<file path="src/sv/ppur_pkg.sv">
`timescale 1ns / 1ps
// ----------------------------------------------------------------------------
// Particle pool package
// Shared types, constants and helpers of the particle pool block.
// ----------------------------------------------------------------------------
package ppur_pkg;

  localparam int TWO_PI_Q  = 411775;
  localparam int SPIN_RATE = 20;
  localparam int HALF_Q16  = 32768;
  localparam int FRAC_ONE  = 65536;
  localparam int DIV_STEPS = 16;
  localparam int MOD_STEPS = 6;
  localparam int ANG_W     = 19;
  localparam int SUM_W     = 25;

  typedef enum logic [1:0] {
    OP_EMIT    = 2'd0,
    OP_ADVANCE = 2'd1,
    OP_RENDER  = 2'd2,
    OP_NONE    = 2'd3
  } op_t;

  typedef enum logic [2:0] {
    REG_VEL_SPREAD_X = 3'd0,
    REG_VEL_SPREAD_Y = 3'd1,
    REG_START_COLOR  = 3'd2,
    REG_FINAL_COLOR  = 3'd3,
    REG_LIFE_SPAN    = 3'd4,
    REG_START_SIZE   = 3'd5,
    REG_SIZE_SPREAD  = 3'd6,
    REG_END_SIZE     = 3'd7
  } cfg_reg_t;

  typedef enum logic [3:0] {
    ST_IDLE,
    ST_DISPATCH,
    ST_EMIT_MUL,
    ST_EMIT_WR,
    ST_DONE,
    ST_ADV_SCAN,
    ST_ADV_CHK,
    ST_ADV_MOD,
    ST_ADV_WR,
    ST_ADV_NEXT,
    ST_REN_SCAN,
    ST_REN_DIV0,
    ST_REN_DIV,
    ST_REN_MUL,
    ST_REN_OUT
  } state_t;

  typedef struct packed {
    logic [1:0]         operation;
    logic signed [31:0] spawn_x;
    logic signed [31:0] spawn_y;
    logic signed [31:0] base_vel_x;
    logic signed [31:0] base_vel_y;
    logic [15:0]        rand_angle;
    logic [15:0]        rand_jitter_x;
    logic [15:0]        rand_jitter_y;
    logic [15:0]        rand_size;
    logic [19:0]        time_step;
  } in_word_t;

  typedef struct packed {
    logic               draw_valid;
    logic signed [31:0] draw_x;
    logic signed [31:0] draw_y;
    logic [18:0]        draw_angle;
    logic signed [31:0] draw_size;
    logic [31:0]        draw_color;
    logic [6:0]         alive_total;
    logic               last;
  } out_word_t;

  typedef struct packed {
    logic signed [31:0] pos_x;
    logic signed [31:0] pos_y;
    logic signed [31:0] vel_x;
    logic signed [31:0] vel_y;
    logic [18:0]        angle;
    logic signed [31:0] life_left;
    logic signed [31:0] life_total;
    logic [31:0]        color_begin;
    logic [31:0]        color_end;
    logic signed [31:0] size_begin;
    logic signed [31:0] size_end;
  } slot_t;

  typedef struct packed {
    logic take;
    logic ptr_step;
    logic emit_mul;
    logic emit_wr;
    logic ram_rd;
    logic idx_inc;
    logic retire;
    logic adv_mul;
    logic mod_step;
    logic adv_wr;
    logic div_init;
    logic div_step;
    logic rnd_mul;
    logic out_empty;
    logic out_draw;
  } ctl_cmd_t;

  typedef struct packed {
    op_t  op;
    logic emit_free;
    logic any_act;
    logic slot_act;
    logic idx_end;
    logic more_after;
    logic life_dead;
    logic frac_direct;
    logic out_free;
  } ctl_sts_t;

  function automatic logic signed [31:0] sat32(input logic signed [39:0] v);
    logic signed [31:0] res;
    if (v[39:31] == 9'h000 || v[39:31] == 9'h1FF) begin
      res = v[31:0];
    end else if (v[39]) begin
      res = 32'sh8000_0000;
    end else begin
      res = 32'sh7FFF_FFFF;
    end
    return res;
  endfunction

endpackage

</file>
<file path="src/sv/ppur_ctrl.sv">
`timescale 1ns / 1ps
// ----------------------------------------------------------------------------
// Particle pool controller
// Sequences emit, advance and render over the slot datapath.
// ----------------------------------------------------------------------------
module ppur_ctrl (
  input  logic                clk,
  input  logic                rst_n,
  input  logic                in_valid,
  output logic                in_ready,
  input  ppur_pkg::ctl_sts_t  sts,
  output ppur_pkg::ctl_cmd_t  cmd
);

  ppur_pkg::state_t state_r, state_nxt;
  logic [3:0]       step_r, step_nxt;
  logic             mod_last, div_last;

  assign mod_last = (step_r == 4'(ppur_pkg::MOD_STEPS - 1));
  assign div_last = (step_r == 4'(ppur_pkg::DIV_STEPS - 1));

  always_ff @(posedge clk) begin
    if (!rst_n) begin
      state_r <= ppur_pkg::ST_IDLE;
      step_r  <= '0;
    end else begin
      state_r <= state_nxt;
      step_r  <= step_nxt;
    end
  end

  always_comb begin
    state_nxt = state_r;
    unique case (state_r)
      ppur_pkg::ST_IDLE: begin
        if (in_valid) state_nxt = ppur_pkg::ST_DISPATCH;
      end
      ppur_pkg::ST_DISPATCH: begin
        unique case (sts.op)
          ppur_pkg::OP_EMIT:
            state_nxt = sts.emit_free ? ppur_pkg::ST_EMIT_MUL : ppur_pkg::ST_DONE;
          ppur_pkg::OP_ADVANCE: state_nxt = ppur_pkg::ST_ADV_SCAN;
          ppur_pkg::OP_RENDER:
            state_nxt = sts.any_act ? ppur_pkg::ST_REN_SCAN : ppur_pkg::ST_DONE;
          ppur_pkg::OP_NONE: state_nxt = ppur_pkg::ST_DONE;
        endcase
      end
      ppur_pkg::ST_EMIT_MUL: state_nxt = ppur_pkg::ST_EMIT_WR;
      ppur_pkg::ST_EMIT_WR:  state_nxt = ppur_pkg::ST_DONE;
      ppur_pkg::ST_DONE: begin
        if (sts.out_free) state_nxt = ppur_pkg::ST_IDLE;
      end
      ppur_pkg::ST_ADV_SCAN: begin
        if (sts.slot_act) state_nxt = ppur_pkg::ST_ADV_CHK;
        else if (sts.idx_end) state_nxt = ppur_pkg::ST_DONE;
      end
      ppur_pkg::ST_ADV_CHK:
        state_nxt = sts.life_dead ? ppur_pkg::ST_ADV_NEXT : ppur_pkg::ST_ADV_MOD;
      ppur_pkg::ST_ADV_MOD: begin
        if (mod_last) state_nxt = ppur_pkg::ST_ADV_WR;
      end
      ppur_pkg::ST_ADV_WR: state_nxt = ppur_pkg::ST_ADV_NEXT;
      ppur_pkg::ST_ADV_NEXT:
        state_nxt = sts.idx_end ? ppur_pkg::ST_DONE : ppur_pkg::ST_ADV_SCAN;
      ppur_pkg::ST_REN_SCAN: begin
        if (sts.slot_act) state_nxt = ppur_pkg::ST_REN_DIV0;
      end
      ppur_pkg::ST_REN_DIV0:
        state_nxt = sts.frac_direct ? ppur_pkg::ST_REN_MUL : ppur_pkg::ST_REN_DIV;
      ppur_pkg::ST_REN_DIV: begin
        if (div_last) state_nxt = ppur_pkg::ST_REN_MUL;
      end
      ppur_pkg::ST_REN_MUL: state_nxt = ppur_pkg::ST_REN_OUT;
      ppur_pkg::ST_REN_OUT: begin
        if (sts.out_free) begin
          state_nxt = sts.more_after ? ppur_pkg::ST_REN_SCAN : ppur_pkg::ST_IDLE;
        end
      end
      default: state_nxt = ppur_pkg::ST_IDLE;
    endcase
  end

  always_comb begin
    step_nxt = '0;
    if (state_r == ppur_pkg::ST_ADV_MOD || state_r == ppur_pkg::ST_REN_DIV) begin
      step_nxt = step_r + 4'd1;
    end
  end

  always_comb begin
    cmd      = '0;
    in_ready = 1'b0;
    unique case (state_r)
      ppur_pkg::ST_IDLE: begin
        in_ready = 1'b1;
        cmd.take = in_valid;
      end
      ppur_pkg::ST_DISPATCH: begin
        cmd.ptr_step = (sts.op == ppur_pkg::OP_EMIT) && !sts.emit_free;
      end
      ppur_pkg::ST_EMIT_MUL: cmd.emit_mul = 1'b1;
      ppur_pkg::ST_EMIT_WR: begin
        cmd.emit_wr  = 1'b1;
        cmd.ptr_step = 1'b1;
      end
      ppur_pkg::ST_DONE: cmd.out_empty = sts.out_free;
      ppur_pkg::ST_ADV_SCAN: begin
        cmd.ram_rd  = sts.slot_act;
        cmd.idx_inc = !sts.slot_act && !sts.idx_end;
      end
      ppur_pkg::ST_ADV_CHK: begin
        cmd.retire  = sts.life_dead;
        cmd.adv_mul = !sts.life_dead;
      end
      ppur_pkg::ST_ADV_MOD:  cmd.mod_step = 1'b1;
      ppur_pkg::ST_ADV_WR:   cmd.adv_wr = 1'b1;
      ppur_pkg::ST_ADV_NEXT: cmd.idx_inc = !sts.idx_end;
      ppur_pkg::ST_REN_SCAN: begin
        cmd.ram_rd  = sts.slot_act;
        cmd.idx_inc = !sts.slot_act;
      end
      ppur_pkg::ST_REN_DIV0: cmd.div_init = 1'b1;
      ppur_pkg::ST_REN_DIV:  cmd.div_step = 1'b1;
      ppur_pkg::ST_REN_MUL:  cmd.rnd_mul = 1'b1;
      ppur_pkg::ST_REN_OUT: begin
        cmd.out_draw = sts.out_free;
        cmd.idx_inc  = sts.out_free && sts.more_after;
      end
      default: cmd = '0;
    endcase
  end

endmodule

</file>
<file path="config.mk">
export PLATFORM = sky130hd
export DESIGN_NAME = ppur_ctrl
export DESIGN_NICKNAME = d
export VERILOG_FILES = /design/src/sv/ppur_pkg.sv /design/src/sv/ppur_ctrl.sv
export SDC_FILE = /design/constraint.sdc
export NUM_CORES = 1
export LEC_CHECK = 0
export BUFFER_PORTS_ARGS = -buffer_cell sky130_fd_sc_hd__clkbuf_2
export CAP_MARGIN = 30
export CORE_MARGIN = 2
export CORE_UTILIZATION = 43
export DETAILED_ROUTE_END_ITERATION = 12
export GPL_ROUTABILITY_DRIVEN = 0
export GPL_TIMING_DRIVEN = 0
export PLACE_DENSITY = 0.83
export RECOVER_POWER = 25
export SYNTH_ARGS = -nofsm -noshare
export SYNTH_HDL_FRONTEND = slang
export SYNTH_SLANG_ARGS = --single-unit
</file>
<file path="constraint.sdc">
create_clock -name clk -period 1.4 [get_ports clk]
set_clock_uncertainty 0.05 [all_clocks]
set_input_delay 0.28 -clock clk [delete_from_list [all_inputs] [get_ports clk]]
set_output_delay 0.28 -clock clk [all_outputs]
set_load 0.01 [all_outputs]
</file>
-- After elaboration in Yosys (flattened, before gate mapping)
Cells that the tools add are included.
- reductions and logical operators: 13
- equal/unequal tests: 26
- add/subtract/negate cells: 1
- mux-type cells: 31
- operators by type and width (cell ; number):
    one-hot mux 4 bit (15 select lines) ; 1
    2-to-1 mux 4 bit ; 11
    equality test 4 bit, second input constant ; 8
    equality test 4 x 3 -> 1 bit, second input constant ; 5
    one-hot mux 4 bit (4 select lines) ; 1
    2-to-1 mux 1 bit ; 14
    != test 2 bit, second input constant ; 6
    equality test 4 x 2 -> 1 bit, second input constant ; 2
    AND reduction 7 bit ; 1
    adder 4 x 1 -> 4 bit, second input constant ; 1
    equality test 2 bit, second input constant ; 2
    equality test 4 x 1 -> 1 bit, second input constant ; 1
    zero test 1 bit ; 4
    zero test 4 bit ; 1
    one-hot mux 1 bit (4 select lines) ; 1
    logical AND 1 bit ; 3
    2-to-1 mux 3 bit ; 1
    != test 3 bit, second input constant ; 1
    equality test 2 x 1 -> 1 bit, second input constant ; 1
    zero test 2 bit ; 1
    2-to-1 mux 2 bit ; 1
    one-hot mux 1 bit (2 select lines) ; 1
    AND reduction 2 bit ; 1
    OR reduction 2 bit ; 1
    logical OR 1 bit ; 1
- flip-flop bits (word level): 8
- output and inout port bits: 16
- word-level logic and storage cells: 73

-- Longest topological paths before layout
- depth in word-level cells: 3
- depth in mapped cells: 6

-- Worst setup path before layout
No wires, ideal clock.
- kind: flip-flop to output port
- start: register state_r[2]
- end: output cmd[14] (netlist bit)
- path slack: -0.291 ns
- cell stages (with the launch flop): 5
- arrival time: 1.361 ns
- cells stage by stage: dfxtp_1 -> buf_6 -> buf_2 -> nor4_1 -> and2_1
- RTL lines (what ; RTL line ; source):
    start, declared ; ppur_ctrl.sv:15 ; ppur_pkg::state_t state_r, state_nxt;
    start signal, assigned ; ppur_ctrl.sv:24 ; state_r <= ppur_pkg::ST_IDLE;
    start signal, assigned ; ppur_ctrl.sv:27 ; state_r <= state_nxt;
    end, declared ; ppur_ctrl.sv:12 ; output ppur_pkg::ctl_cmd_t cmd

==> flow_summary.json <==
{
  "grt_usage_pct": 28.7,
  "fin_tns_setup_ns": -4.99,
  "initial_utilization_pct": 47.0,
  "htreeDepth": 1,
  "slowest_delay_ns": 0.38,
  "area_growth_pct": 65.4,
  "synth_commonest_cells": "nor2_1, dfxtp_1, nand2_1",
  "synth_ff_type": "dfxtp_1",
  "synth_most_common_cell": "nor2_1",
  "drt-total-wl_um": 3100,
  "crit_path_end_kind": "output port",
  "die_area_um2": 2320,
  "ctsRootBufferMaster": "clkbuf_4",
  "cts_hold_buf": 0,
  "drv_cap": 0,
  "die_w_um": 48.2,
  "dp_cells": 157,
  "cts.sinks": 8,
  "status": "complete, but fails checks",
  "rsz0062_at_grt": "true",
  "cp.required_ns": 1.07,
  "crit_fanout": 8,
  "synth-edff-count": 0,
  "nFillCells": 122,
  "ios": 29,
  "hp-class": "primary input to flop",
  "hold_slack_ns": 0.319,
  "layout-drive-gt1-share_pct": 58.7,
  "cts_buffers": 3,
  "vias": 1067,
  "criticalPathCategory": "flop to output port",
  "drc": 0,
  "wl_per_cell_um": 17.2,
  "gr-total-overflow": 0,
  "die_h_um": 48.2,
  "syn_inst": 105,
  "synth-adder-area-share_pct": 2.99,
  "setup_ws_ns": -0.418,
  "first_pass_iters": 4,
  "critPathBufInv": 2,
  "grt_pass1_vias": 984,
  "arrival_ns": 1.49,
  "synthTopCellsByArea": "dfxtp_1, mux2i_1, nor2_1, a32oi_2, nand2b_1",
  "slew_headroom_pct": 70.4,
  "synth_top_area_share_pct": 19.1,
  "drt_iter0_drc": 57,
  "finalCriticalPeriod_ns": 1.82,
  "cts_tree": "yes",
  "power_uw": 2290,
  "crit_chain": "buf_6 > nand2b_4 > o32a_4 > nor2_2 > a211o_1 > buf_2",
  "synth_warnings": 0,
  "n_antenna_cell": 0,
  "dp_hpwl_um": 1690,
  "async_flop_share_pct": 0,
  "synth_top_area_cell": "dfxtp_1",
  "hold_viol_final": 0,
  "crit_cells": 6,
  "post-place-ws_ns": -0.227,
  "synth_area_per_cell_um2": 7.98,
  "yosysSeqAreaShare_pct": 19.1,
  "core-area_um2": 1780,
  "cts_buffer_depth": 2,
  "cp-start-kind": "flop",
  "antenna_found_initial": 0,
  "synth-simple-area-share_pct": 38.5,
  "fin_cells": 180,
  "synth-xor-area-share_pct": 2.09,
  "leakage_uw": 0.000592,
  "syn-cell-area_um2": 838,
  "clk_latency_ns": 0.26,
  "slowest_stage": "o32a_4",
  "ys_types": 40,
  "clk_pin_slew_worst_paths_ns": 0.06,
  "rr_worst_depth": 8,
  "ir_worst_vdd_mv": 1.43,
  "cp_top_family": "compound AO/OA/AOI/OAI gates",
  "violations": "setup timing",
  "synth_compound_area_share_pct": 23.4,
  "synth_top_family_by_area": "simple AND/OR/NAND/NOR gates",
  "synth_seq_cells": 8,
  "grt_max_degree": 11,
  "syn_nets": 120,
  "slew_violations": 0,
  "p_per_area_nw_per_um2": 1650,
  "setup_violations": 20,
  "grt_pass1_wl_um": 4590,
  "std_cell_rows": 15,
  "ant_nets": 0,
  "final_nets": 172,
  "fmax_mhz": 550,
  "min_path_cells": 3,
  "tightest_slew_ns": 0.438,
  "muxShareOfSynthArea_pct": 5.97,
  "post-route-period-util_pct": 130,
  "drt-vias-per-instance": 5.93,
  "port_buffers": 27
}
-- registers in the layout, indices dropped and copies added (netlist names) --
register	count
step_r	4
state_r	4
-- through the flow --
stage	util (%)	area, um2
after global routing	77.8	1390
after global placement	58.1	1040
final	77.8	1390
after floorplan	-	870
after detailed placement	58.1	1040
after CTS	72.1	1290
-- worst register-to-register path, stage by stage (launching register included) --
cell	delay [ns]
dfxtp_1	0.32
buf_6	0.12
buf_4	0.11
buf_4	0.12
and2b_2	0.22
buf_4	0.15
a32oi_4	0.21
o211ai_4	0.16
mux2i_1	0.16
-- path summary, 6_finish.rpt --
check | startpoint | end | slack (ns)
max | state_r[0]$_SDFFE_PN0P_ | cmd[9] | -0.42
min | rst_n | state_r[2]$_SDFFE_PN0P_ | 0.32
max reg2reg | state_r[1]$_SDFFE_PN0P_ | state_r[1]$_SDFFE_PN0P_ | -0.34
min reg2reg | step_r[0]$_SDFF_PN0_ | step_r[0]$_SDFF_PN0_ | 0.43
-- logic make-up (layout without fill, tap and decap cells) --
| kind of cell | Yosys count | after routing |
|---|---|---|
| AO/OA/AOI/OAI | 20 | 20 |
| XOR/XNOR | 2 | 2 |
| adder cells (fa/ha/maj) | 2 | 2 |
| buffers and inverters | 11 | 61 |
| flip-flops | 8 | 8 |
| multiplexers | 5 | 5 |
| AND/OR/NAND/NOR | 57 | 57 |
-- metal layers --
layer	track usage [%]	vias up	wire length (um)
li1	-	486	-
met1	36.2	513	1220
met2	47.6	60	1600
met3	8.15	8	236
met4	8.11	0	48
met5	0	-	0
-- power breakdown --
group	switching [uW]	internal [uW]	leakage [uW]	total, uW
combinational	885	889	0.000512	1770
clock	87.3	98.7	0.0000138	186
sequential	43.6	285	0.0000667	329
total	1020	1270	0.000592	2290
-- cells in the final DEF (no fill, tap or decap), drive strengths merged, types with 2 or more instances in the layout --
cell type and count:
nor4 4, nor2b 2, mux2i 5, ha 2, o2bb2ai 2, inv 3, buf 44, o211ai 2
o221ai 3, and3 4, and2 4, a32oi 2, o22ai 2, nand3 2, nor2 13, nand2b 7
a21oi 2, nor3 6, clkbuf 14, dfxtp 8, nand2 8
-- area by class of cell --
| cell class | instances | area, um2 | share of cell area [%] |
|---|---|---|---|
| repair buffers | 48 | 328 | 23.6 |
| plain buffers | 7 | 76.3 | 5.51 |
| well taps | 25 | 31.3 | 2.26 |
| inverters | 3 | 11.3 | 0.812 |
| clock buffers | 3 | 22.5 | 1.62 |
| multi-input cells | 86 | 748 | 54.0 |
| flip-flops and latches | 8 | 169 | 12.2 |
-- what timing repair did --
action                     4_1_cts  5_1_grt
gates resized for setup         34       30
setup endpoints to repair       24       24
setup buffers                   14        8
pin swaps                       13       11
Power figures use the tool's default switching activity.
